--- src/hw/rtl/lhash_pkg.sv ---
// Shared types and constants for the linear-probing hash table.
// Used by linear_probe_hash_table; no dependencies.
package lhash_pkg;

    localparam int SLOTS_DEF   = 16;
    localparam int KEY_W       = 31;
    localparam int VAL_W       = 32;
    localparam int MODE_W      = 2;
    localparam int STATUS_W    = 3;
    localparam int COUNT_OUT_W = 5;
    localparam int CFG_W       = 4;
    localparam int WORD_W      = 1 + KEY_W + VAL_W;
    localparam int IN_TDATA_W  = 72;
    localparam int OUT_TDATA_W = 48;

    localparam logic [CFG_W-1:0] MAX_ITEMS_RST = 4'd8;

    localparam logic [MODE_W-1:0] MODE_INSERT = 2'd0;
    localparam logic [MODE_W-1:0] MODE_DELETE = 2'd1;
    localparam logic [MODE_W-1:0] MODE_LOOKUP = 2'd2;
    localparam logic [MODE_W-1:0] MODE_NONE   = 2'd3;

    localparam logic [STATUS_W-1:0] ST_NEW     = 3'd0;
    localparam logic [STATUS_W-1:0] ST_UPDATED = 3'd1;
    localparam logic [STATUS_W-1:0] ST_DELETED = 3'd2;
    localparam logic [STATUS_W-1:0] ST_MISSING = 3'd3;
    localparam logic [STATUS_W-1:0] ST_FULL    = 3'd4;

    typedef enum logic [3:0] {
        S_CLEAR,
        S_IDLE,
        S_MOD,
        S_RD,
        S_CHK,
        S_DRD,
        S_DCHK,
        S_FIN
    } state_t;

endpackage

--- src/hw/rtl/lhash_ram.sv ---
// Generic simple dual-port RAM: one write port, one read port, registered read.
// No dependencies.
module lhash_ram #(
    parameter int WIDTH = 64,
    parameter int DEPTH = 16
) (
    input  logic                     clk,
    input  logic                     we,
    input  logic [$clog2(DEPTH)-1:0] waddr,
    input  logic [WIDTH-1:0]         wdata,
    input  logic [$clog2(DEPTH)-1:0] raddr,
    output logic [WIDTH-1:0]         rdata
);

    logic [WIDTH-1:0] mem [DEPTH];

    always_ff @(posedge clk)
    begin
        if (we)
        begin
            mem[waddr] <= wdata;
        end
        rdata <= mem[raddr];
    end

endmodule

--- src/hw/rtl/linear_probe_hash_table.sv ---
// Linear-probing key/value hash table: top level with control sequencer.
// Depends on lhash_pkg and lhash_ram.
//
// One operation (insert/update, delete, lookup) is taken at a time. The home
// slot (key mod SLOTS) comes from a registered reciprocal multiply and a
// subtract. Each probe is then a read and a check on the single slot memory,
// so a lookup or insert runs from one accept to the next through the accept,
// the home slot, the probes and the load of the result register. A delete
// also pulls every later entry of the cluster and re-places it: per moved
// entry a read, the home computation and the probes, plus a read and check of
// the slot that ends the cluster. An unread result holds the next one back,
// and with it the input. After reset the block clears the occupancy bit of
// every slot before it accepts an item; configuration writes are taken
// throughout.
module linear_probe_hash_table #(
    parameter int SLOTS = lhash_pkg::SLOTS_DEF
) (
    input  logic                               clk,
    input  logic                               rst_n,
    input  logic                               s_tvalid,
    output logic                               s_tready,
    // mode[1:0], key[32:2], value[64:33], zero fill
    input  logic [lhash_pkg::IN_TDATA_W-1:0]   s_tdata,
    output logic                               m_tvalid,
    input  logic                               m_tready,
    // found[0], value_out[32:1], status[35:33], item_count[40:36], zero fill
    output logic [lhash_pkg::OUT_TDATA_W-1:0]  m_tdata,
    input  logic                               cfg_valid,
    output logic                               cfg_ready,
    input  logic [lhash_pkg::CFG_W-1:0]        cfg_data
);

    localparam int IW   = $clog2(SLOTS);
    localparam int NW   = $clog2(SLOTS + 1);
    localparam int CMPW = (NW > lhash_pkg::CFG_W) ? NW : lhash_pkg::CFG_W;
    localparam int KW   = lhash_pkg::KEY_W;
    localparam int VW   = lhash_pkg::VAL_W;
    localparam int WW   = lhash_pkg::WORD_W;
    localparam int RW   = 32;
    localparam int PW   = KW + RW;
    // ceil(2^(KW+IW) / SLOTS): exact quotient for every key below 2^KW
    localparam logic [63:0] RECIP_WIDE =
        ((64'd1 << (KW + IW)) + 64'(SLOTS) - 64'd1) / 64'(SLOTS);
    localparam logic [RW-1:0] RECIP = RECIP_WIDE[RW-1:0];

    lhash_pkg::state_t state_reg, state_next;

    logic [IW-1:0]                    idx_reg, idx_next;
    logic [NW-1:0]                    n_reg, n_next;
    logic [IW-1:0]                    del_idx_reg, del_idx_next;
    logic [NW-1:0]                    del_n_reg, del_n_next;
    logic [NW-1:0]                    items_reg, items_next;
    logic [lhash_pkg::CFG_W-1:0]      max_reg, max_next;
    logic                             placing_reg, placing_next;
    logic                             mod_cnt_reg, mod_cnt_next;
    logic [PW-1:0]                    mod_prod_reg, mod_prod_next;
    logic [KW-1:0]                    mod_key_reg, mod_key_next;
    logic [lhash_pkg::MODE_W-1:0]     mode_reg, mode_next;
    logic [KW-1:0]                    key_reg, key_next;
    logic [VW-1:0]                    val_reg, val_next;
    logic [KW-1:0]                    re_key_reg, re_key_next;
    logic [VW-1:0]                    re_val_reg, re_val_next;
    logic                             res_found_reg, res_found_next;
    logic [VW-1:0]                    res_vout_reg, res_vout_next;
    logic [lhash_pkg::STATUS_W-1:0]   res_status_reg, res_status_next;
    logic                             out_valid_reg, out_valid_next;
    logic                             out_found_reg, out_found_next;
    logic [VW-1:0]                    out_vout_reg, out_vout_next;
    logic [lhash_pkg::STATUS_W-1:0]   out_status_reg, out_status_next;
    logic [lhash_pkg::COUNT_OUT_W-1:0] out_count_reg, out_count_next;

    logic          ram_we;
    logic [IW-1:0] ram_waddr;
    logic [WW-1:0] ram_wdata;
    logic [IW-1:0] ram_raddr;
    logic [WW-1:0] ram_rdata;

    logic          rd_occ;
    logic [KW-1:0] rd_key;
    logic [VW-1:0] rd_val;
    logic [IW-1:0] idx_inc;
    logic [IW-1:0] del_idx_inc;
    logic [IW-1:0] mod_q_lo;
    logic [IW-1:0] mod_step;
    logic          at_limit;

    lhash_ram #(
        .WIDTH (WW),
        .DEPTH (SLOTS)
    ) u_ram (
        .clk   (clk),
        .we    (ram_we),
        .waddr (ram_waddr),
        .wdata (ram_wdata),
        .raddr (ram_raddr),
        .rdata (ram_rdata)
    );

    assign rd_occ = ram_rdata[WW-1];
    assign rd_key = ram_rdata[VW +: KW];
    assign rd_val = ram_rdata[VW-1:0];

    assign idx_inc     = (idx_reg == IW'(SLOTS - 1)) ? '0 : idx_reg + 1'b1;
    assign del_idx_inc = (del_idx_reg == IW'(SLOTS - 1)) ? '0 : del_idx_reg + 1'b1;

    assign at_limit = (CMPW'(items_reg) >= CMPW'(max_reg)) || (items_reg == NW'(SLOTS));

    // Remainder is below 2^IW, so only the low bits of key - q*SLOTS matter.
    assign mod_q_lo = mod_prod_reg[KW + IW +: IW];
    assign mod_step = mod_key_reg[IW-1:0] - IW'(mod_q_lo * IW'(SLOTS));

    assign s_tready  = (state_reg == lhash_pkg::S_IDLE);
    assign cfg_ready = 1'b1;
    assign m_tvalid  = out_valid_reg;
    assign m_tdata   = {7'd0, out_count_reg, out_status_reg, out_vout_reg, out_found_reg};

    always_ff @(posedge clk or negedge rst_n)
    begin
        if (!rst_n)
        begin
            state_reg     <= lhash_pkg::S_CLEAR;
            idx_reg       <= '0;
            items_reg     <= '0;
            max_reg       <= lhash_pkg::MAX_ITEMS_RST;
            placing_reg   <= 1'b0;
            mod_cnt_reg   <= 1'b0;
            out_valid_reg <= 1'b0;
        end
        else
        begin
            state_reg     <= state_next;
            idx_reg       <= idx_next;
            items_reg     <= items_next;
            max_reg       <= max_next;
            placing_reg   <= placing_next;
            mod_cnt_reg   <= mod_cnt_next;
            out_valid_reg <= out_valid_next;
        end
    end

    always_ff @(posedge clk)
    begin
        n_reg          <= n_next;
        del_idx_reg    <= del_idx_next;
        del_n_reg      <= del_n_next;
        mod_prod_reg   <= mod_prod_next;
        mod_key_reg    <= mod_key_next;
        mode_reg       <= mode_next;
        key_reg        <= key_next;
        val_reg        <= val_next;
        re_key_reg     <= re_key_next;
        re_val_reg     <= re_val_next;
        res_found_reg  <= res_found_next;
        res_vout_reg   <= res_vout_next;
        res_status_reg <= res_status_next;
        out_found_reg  <= out_found_next;
        out_vout_reg   <= out_vout_next;
        out_status_reg <= out_status_next;
        out_count_reg  <= out_count_next;
    end

    always_comb
    begin
        state_next      = state_reg;
        idx_next        = idx_reg;
        n_next          = n_reg;
        del_idx_next    = del_idx_reg;
        del_n_next      = del_n_reg;
        items_next      = items_reg;
        max_next        = max_reg;
        placing_next    = placing_reg;
        mod_cnt_next    = mod_cnt_reg;
        mod_prod_next   = mod_prod_reg;
        mod_key_next    = mod_key_reg;
        mode_next       = mode_reg;
        key_next        = key_reg;
        val_next        = val_reg;
        re_key_next     = re_key_reg;
        re_val_next     = re_val_reg;
        res_found_next  = res_found_reg;
        res_vout_next   = res_vout_reg;
        res_status_next = res_status_reg;
        out_valid_next  = out_valid_reg;
        out_found_next  = out_found_reg;
        out_vout_next   = out_vout_reg;
        out_status_next = out_status_reg;
        out_count_next  = out_count_reg;
        ram_we          = 1'b0;
        ram_waddr       = idx_reg;
        ram_wdata       = {1'b1, key_reg, val_reg};
        ram_raddr       = idx_reg;

        if (cfg_valid)
        begin
            max_next = cfg_data;
        end
        if (m_tready)
        begin
            out_valid_next = 1'b0;
        end

        unique case (state_reg)
            lhash_pkg::S_CLEAR:
            begin
                ram_we    = 1'b1;
                ram_wdata = '0;
                idx_next  = idx_inc;
                if (idx_reg == IW'(SLOTS - 1))
                begin
                    state_next = lhash_pkg::S_IDLE;
                end
            end
            lhash_pkg::S_IDLE:
            begin
                if (s_tvalid)
                begin
                    mode_next    = s_tdata[1:0];
                    key_next     = s_tdata[32:2];
                    val_next     = s_tdata[64:33];
                    mod_key_next = s_tdata[32:2];
                    mod_cnt_next = 1'b0;
                    placing_next = 1'b0;
                    state_next   = lhash_pkg::S_MOD;
                end
            end
            lhash_pkg::S_MOD:
            begin
                if (!mod_cnt_reg)
                begin
                    mod_prod_next = PW'(mod_key_reg) * PW'(RECIP);
                    mod_cnt_next  = 1'b1;
                end
                else
                begin
                    idx_next   = mod_step;
                    n_next     = '0;
                    state_next = lhash_pkg::S_RD;
                end
            end
            lhash_pkg::S_RD:
            begin
                state_next = lhash_pkg::S_CHK;
            end
            lhash_pkg::S_CHK:
            begin
                if (placing_reg)
                begin
                    if (!rd_occ)
                    begin
                        ram_we       = 1'b1;
                        ram_wdata    = {1'b1, re_key_reg, re_val_reg};
                        placing_next = 1'b0;
                        del_idx_next = del_idx_inc;
                        del_n_next   = del_n_reg + 1'b1;
                        state_next   = lhash_pkg::S_DRD;
                    end
                    else
                    begin
                        idx_next   = idx_inc;
                        state_next = lhash_pkg::S_RD;
                    end
                end
                else if (rd_occ && rd_key != key_reg && n_reg != NW'(SLOTS - 1))
                begin
                    idx_next   = idx_inc;
                    n_next     = n_reg + 1'b1;
                    state_next = lhash_pkg::S_RD;
                end
                else
                begin
                    // Probe run ended: hit, empty slot, or whole table walked.
                    res_found_next  = rd_occ && rd_key == key_reg;
                    res_vout_next   = '0;
                    res_status_next = lhash_pkg::ST_MISSING;
                    state_next      = lhash_pkg::S_FIN;
                    case (mode_reg)
                        lhash_pkg::MODE_INSERT:
                        begin
                            if (rd_occ && rd_key == key_reg)
                            begin
                                ram_we          = 1'b1;
                                res_status_next = lhash_pkg::ST_UPDATED;
                            end
                            else if (at_limit || rd_occ)
                            begin
                                res_status_next = lhash_pkg::ST_FULL;
                            end
                            else
                            begin
                                ram_we          = 1'b1;
                                items_next      = items_reg + 1'b1;
                                res_status_next = lhash_pkg::ST_NEW;
                            end
                        end
                        lhash_pkg::MODE_DELETE:
                        begin
                            if (rd_occ && rd_key == key_reg)
                            begin
                                ram_we          = 1'b1;
                                ram_wdata       = {1'b0, rd_key, rd_val};
                                if (items_reg != '0)
                                begin
                                    items_next = items_reg - 1'b1;
                                end
                                res_status_next = lhash_pkg::ST_DELETED;
                                del_idx_next    = idx_inc;
                                del_n_next      = NW'(1);
                                state_next      = lhash_pkg::S_DRD;
                            end
                        end
                        lhash_pkg::MODE_LOOKUP:
                        begin
                            if (rd_occ && rd_key == key_reg)
                            begin
                                res_vout_next   = rd_val;
                                res_status_next = lhash_pkg::ST_NEW;
                            end
                            else
                            begin
                                res_vout_next = val_reg;
                            end
                        end
                        default:
                        begin
                            res_status_next = lhash_pkg::ST_MISSING;
                        end
                    endcase
                end
            end
            lhash_pkg::S_DRD:
            begin
                ram_raddr = del_idx_reg;
                if (del_n_reg == NW'(SLOTS))
                begin
                    state_next = lhash_pkg::S_FIN;
                end
                else
                begin
                    state_next = lhash_pkg::S_DCHK;
                end
            end
            lhash_pkg::S_DCHK:
            begin
                ram_raddr = del_idx_reg;
                if (!rd_occ)
                begin
                    state_next = lhash_pkg::S_FIN;
                end
                else
                begin
                    // Lift the entry out, then re-place it from its home slot.
                    ram_we       = 1'b1;
                    ram_waddr    = del_idx_reg;
                    ram_wdata    = {1'b0, rd_key, rd_val};
                    re_key_next  = rd_key;
                    re_val_next  = rd_val;
                    mod_key_next = rd_key;
                    mod_cnt_next = 1'b0;
                    placing_next = 1'b1;
                    state_next   = lhash_pkg::S_MOD;
                end
            end
            lhash_pkg::S_FIN:
            begin
                if (!out_valid_reg || m_tready)
                begin
                    out_valid_next  = 1'b1;
                    out_found_next  = res_found_reg;
                    out_vout_next   = res_vout_reg;
                    out_status_next = res_status_reg;
                    out_count_next  = lhash_pkg::COUNT_OUT_W'(items_reg);
                    state_next      = lhash_pkg::S_IDLE;
                end
            end
            default:
            begin
                state_next = lhash_pkg::S_IDLE;
            end
        endcase
    end

endmodule
--- config.mk ---
export PLATFORM = sky130hd
export DESIGN_NAME = linear_probe_hash_table
export DESIGN_NICKNAME = d
export VERILOG_FILES = /design/src/hw/rtl/lhash_pkg.sv /design/src/hw/rtl/lhash_ram.sv /design/src/hw/rtl/linear_probe_hash_table.sv
export SDC_FILE = /design/constraint.sdc
export NUM_CORES = 2
export LEC_CHECK = 0
export BUFFER_PORTS_ARGS = -buffer_cell sky130_fd_sc_hd__buf_2
export CAP_MARGIN = 30
export CORE_MARGIN = 2
export CORE_UTILIZATION = 35
export DETAILED_ROUTE_END_ITERATION = 6
export GPL_TIMING_DRIVEN = 0
export HOLD_SLACK_MARGIN = 0.12
export PLACE_DENSITY = 0.53
export REMOVE_ABC_BUFFERS = 1
export SLEW_MARGIN = 20
export SYNTH_ARGS = -nofsm -noshare
export SYNTH_HDL_FRONTEND = slang
export SYNTH_HIERARCHICAL = 1
export SYNTH_SLANG_ARGS = --single-unit
--- constraint.sdc ---
create_clock -name clk -period 14.99 [get_ports clk]
set_input_delay 2.2485 -clock clk [delete_from_list [all_inputs] [get_ports clk]]
set_output_delay 2.2485 -clock clk [all_outputs]
set_load 0.05 [all_outputs]
==> impl_metrics.tcl <==
set metrics [dict create \
    run_status "finished clean" \
    pin_count 132 \
    clk_transition_reported_paths_ns 0.06 \
    clock_tree.root_cell "clkbuf_16" \
    dp_slack_ns 8.63 \
    finClkSkew_ns 0.0375 \
    area_delta_synth_final_pct 19.7 \
    crit_path_cell_trace "xor2_1 -> nor4_1 -> nand4_1 -> nor4_4 -> buf_6 -> buf_6 -> buf_6 -> o211ai_1 -> o21ai_0 -> or3b_2 -> nor3_2 -> buf_4 -> buf_4 -> buf_4 -> buf_4 -> buf_6" \
    maxSlewViolCount 0 \
    drive_above_1_share_pct 27.7 \
    sequential_area_share_after_synthesis_pct 76.9 \
    worst-slew-pin-transition_ns 0.995 \
    shortest_clock_period_the_worst_path_allows_after_layout_ns 6.40 \
    hold_class "reg2reg" \
    critPathBufInv 8 \
    number_of_antenna_violations_at_the_first_check_in_global_routing 4 \
    crit_path_max_fanout 8 \
    highest_delay_cell_along_the_critical_path "nand4_1" \
    crit_required_ns 15.44 \
    grt_pass1_wl_mm 189 \
    dp_hpwl_mm 84.8 \
    cp-end-kind "register" \
    asyncSetResetFlopFracSynth_pct 1.43 \
    drc 0 \
    cts_resized 0 \
    synth-edff-count 1247 \
    critical_path.top_delay_family "simple AND/OR/NAND/NOR gates" \
    drt-total-wl_mm 132 \
    yosysMostFrequentCell "edfxtp_1" \
    leakagePower_nw 20.1 \
    post-cts-setup-buffers 0 \
    num_vias 26400 \
    die_w_um 386 \
    post_synth_instance_area_um2 51000 \
    postSynthRegisterBits 1330 \
    io_buffers 116 \
    power.density_cell_area_nw_per_um2 204 \
    holdBufCountCts 0 \
    reg_top3 "u_ram/mem (1024), u_ram/rdata (64)" \
    clock_sink_count 1330 \
    hold_viol_final 0 \
    synth_top_cells_by_area "edfxtp_1 (73%), mux4_2 (11%), dfxtp_1 (2.5%)" \
    cpPeakStageDelay_ns 0.82 \
    cp-start-kind "register" \
    hold_depth 0 \
    grt_pass1_vias 26600 \
    cts_tree "done" \
    instances_no_fill 4888 \
    max-cap-violations 0 \
    ir_worst_vdd_v 0.000168 \
    grt_start_max_net_pins 77 \
    ys.flop_type "edfxtp_1" \
    clk-insertion-delay-late_ns 0.76 \
    cts_htree_levels 4 \
    grt.total_usage_pct 17.7 \
    dp_cells 4602 \
    fp.coreArea_um2 145000 \
    length_of_the_first_detailed_routing_pass_in_iterations 6 \
    detail_route.vias_per_cell 5.40 \
    syn_area_per_cell_um2 19.9 \
    fillCellCount 12500 \
    criticalPathCategory "reg2reg" \
    fin_util_pct 42.0 \
    yosys.area.top_type "edfxtp_1" \
    finalWorstSetupSlack_ns 8.59 \
    post_drt_wl_per_cell_um 27.0 \
    timing.reg2reg.worst_path_depth 16 \
    die_area_um2 149000 \
    global_placement_routability_congestion 0.759 \
    netlist_instances 2557 \
    fin_nets 2948 \
    chipHeight_um 386 \
    max_clock_freq_mhz 156 \
    grt_setup_unrepaired "false" \
    cts_buffers 140 \
    setup_viol 0 \
    worstSetupPathDepth 16 \
    globalRoute.totalOverflow 0 \
    max_flop_register "u_ram/mem" \
    min_period_over_period_pct 42.7 \
    pwr_total_w 0.0125 \
    cp.arrival_ns 6.85 \
    largest_reg_flops 1024 \
    synth_top_area_share_pct 73.4 \
    yosysUniqueCellTypes 54 \
    longest_clk_path_bufs 3 \
    synth_warnings 6 \
    post_synth_most_frequent_cells "edfxtp_1 (1247), mux4_2 (256), a22oi_1 (160)" \
    initial_core_util_pct 35.1 \
    drt_first_iter_violations 2910 \
    route.antenna.remaining_nets 0 \
    timing.max_slew.rel_slack_pct 33.2 \
    tns_ns 0 \
    row_count 140 \
]
[layout by cell type, fill, tap and decap left out, drive strengths merged, types with 3 or more instances in the layout]
cell type and count:
a31oi 4, bufinv 9, and3 3, nand2 156
nor2 65, buf 295, conb 8, o21ai 51
dfrtp 18, a22o 31, nor3 8, clkinv 42
xor2 38, a221oi 31, inv 52, nand3 9
edfxtp 1247, ha 13, o211ai 3, a21oi 48
and2 8, xnor2 6, a21o 8, mux2 16
nor4 11, clkbuf 203, nand2b 9, mux4 256
a222oi 33, mux2i 35, nor2b 5, clkinvlp 6
a22oi 160, dfxtp 64
[routing by layer]
metal | track usage [%] | part of all wire (%) | vias to the layer above
met5 | 0 | 0 | -
met4 | 4.62 | 2.0 | 0
met3 | 3.41 | 6.9 | 182
met2 | 28.3 | 48 | 1019
met1 | 24.8 | 43 | 14100
li1 | - | - | 11100
[kinds of logic (layout without fill, tap and decap cells)]
family / Yosys count / after routing / share of synthesized area, %
AO/OA/AOI/OAI: 378 / 378 / 5.41
flip-flops: 1330 / 1330 / 76.9
XOR/XNOR: 44 / 44 / 0.756
adder cells (fa/ha/maj): 14 / 14 / 0.358
multiplexers: 307 / 307 / 12.3
other: 2 / 9 / 0.0147
AND/OR/NAND/NOR: 282 / 282 / 2.38
buffers and inverters: 200 / 607 / 1.88
[report_power, final]
part	leakage (nW)	switching, W	internal, W	total [W]
logic	5.78	0.00222	0.00158	0.00380
clock network	2.24	0.00141	0.00202	0.00343
registers	12.1	0.000231	0.00502	0.00525
total	20.1	0.00386	0.00862	0.0125
[worst reg2reg max path: stages (launching register included)]
cell and delay, ns:
edfxtp_1 0.47, xor2_1 0.19, nor4_1 0.72, nand4_1 0.83, nor4_4 0.76, buf_6 0.22, buf_6 0.16, buf_6 0.17
o211ai_1 0.12, o21ai_0 0.26, or3b_2 0.63, nor3_2 0.48, buf_4 0.27, buf_4 0.22, buf_4 0.23, buf_4 0.20
buf_6 0.16
[per-stage QoR]
stage,hold slack (ns),instance area [um^2]
floorplan,0.400,50200
global placement,0.404,53200
detailed placement,0.405,56300
CTS,0.417,60800
global route,0.421,61000
finish,0.417,61000
[area by class of cell]
cell class / count / area, um^2 / area share (%)
diodes: 1 / 2.50 / 0.00410
clock buffers: 197 / 4000 / 6.54
clock inverters: 62 / 579 / 0.949
inverters: 47 / 179 / 0.293
multi-input cells: 1033 / 11100 / 18.2
flip-flops and latches: 1330 / 39200 / 64.2
well taps: 1917 / 2400 / 3.93
repair buffers: 301 / 3600 / 5.89
[final timing paths]
path                                 startpoint  slack, ns          endpoint
worst max-delay path                key_reg[16]       8.59  u_ram/mem[0][48]
worst min-delay path            res_vout_reg[3]       0.42   out_vout_reg[3]
worst max register to register      key_reg[16]       8.59  u_ram/mem[0][48]
worst min register to register  res_vout_reg[3]       0.42   out_vout_reg[3]
max in group asynchronous                 rst_n      13.17        max_reg[3]
min in group asynchronous                 rst_n       1.47          m_tvalid
Power figures use the tool's default switching activity.
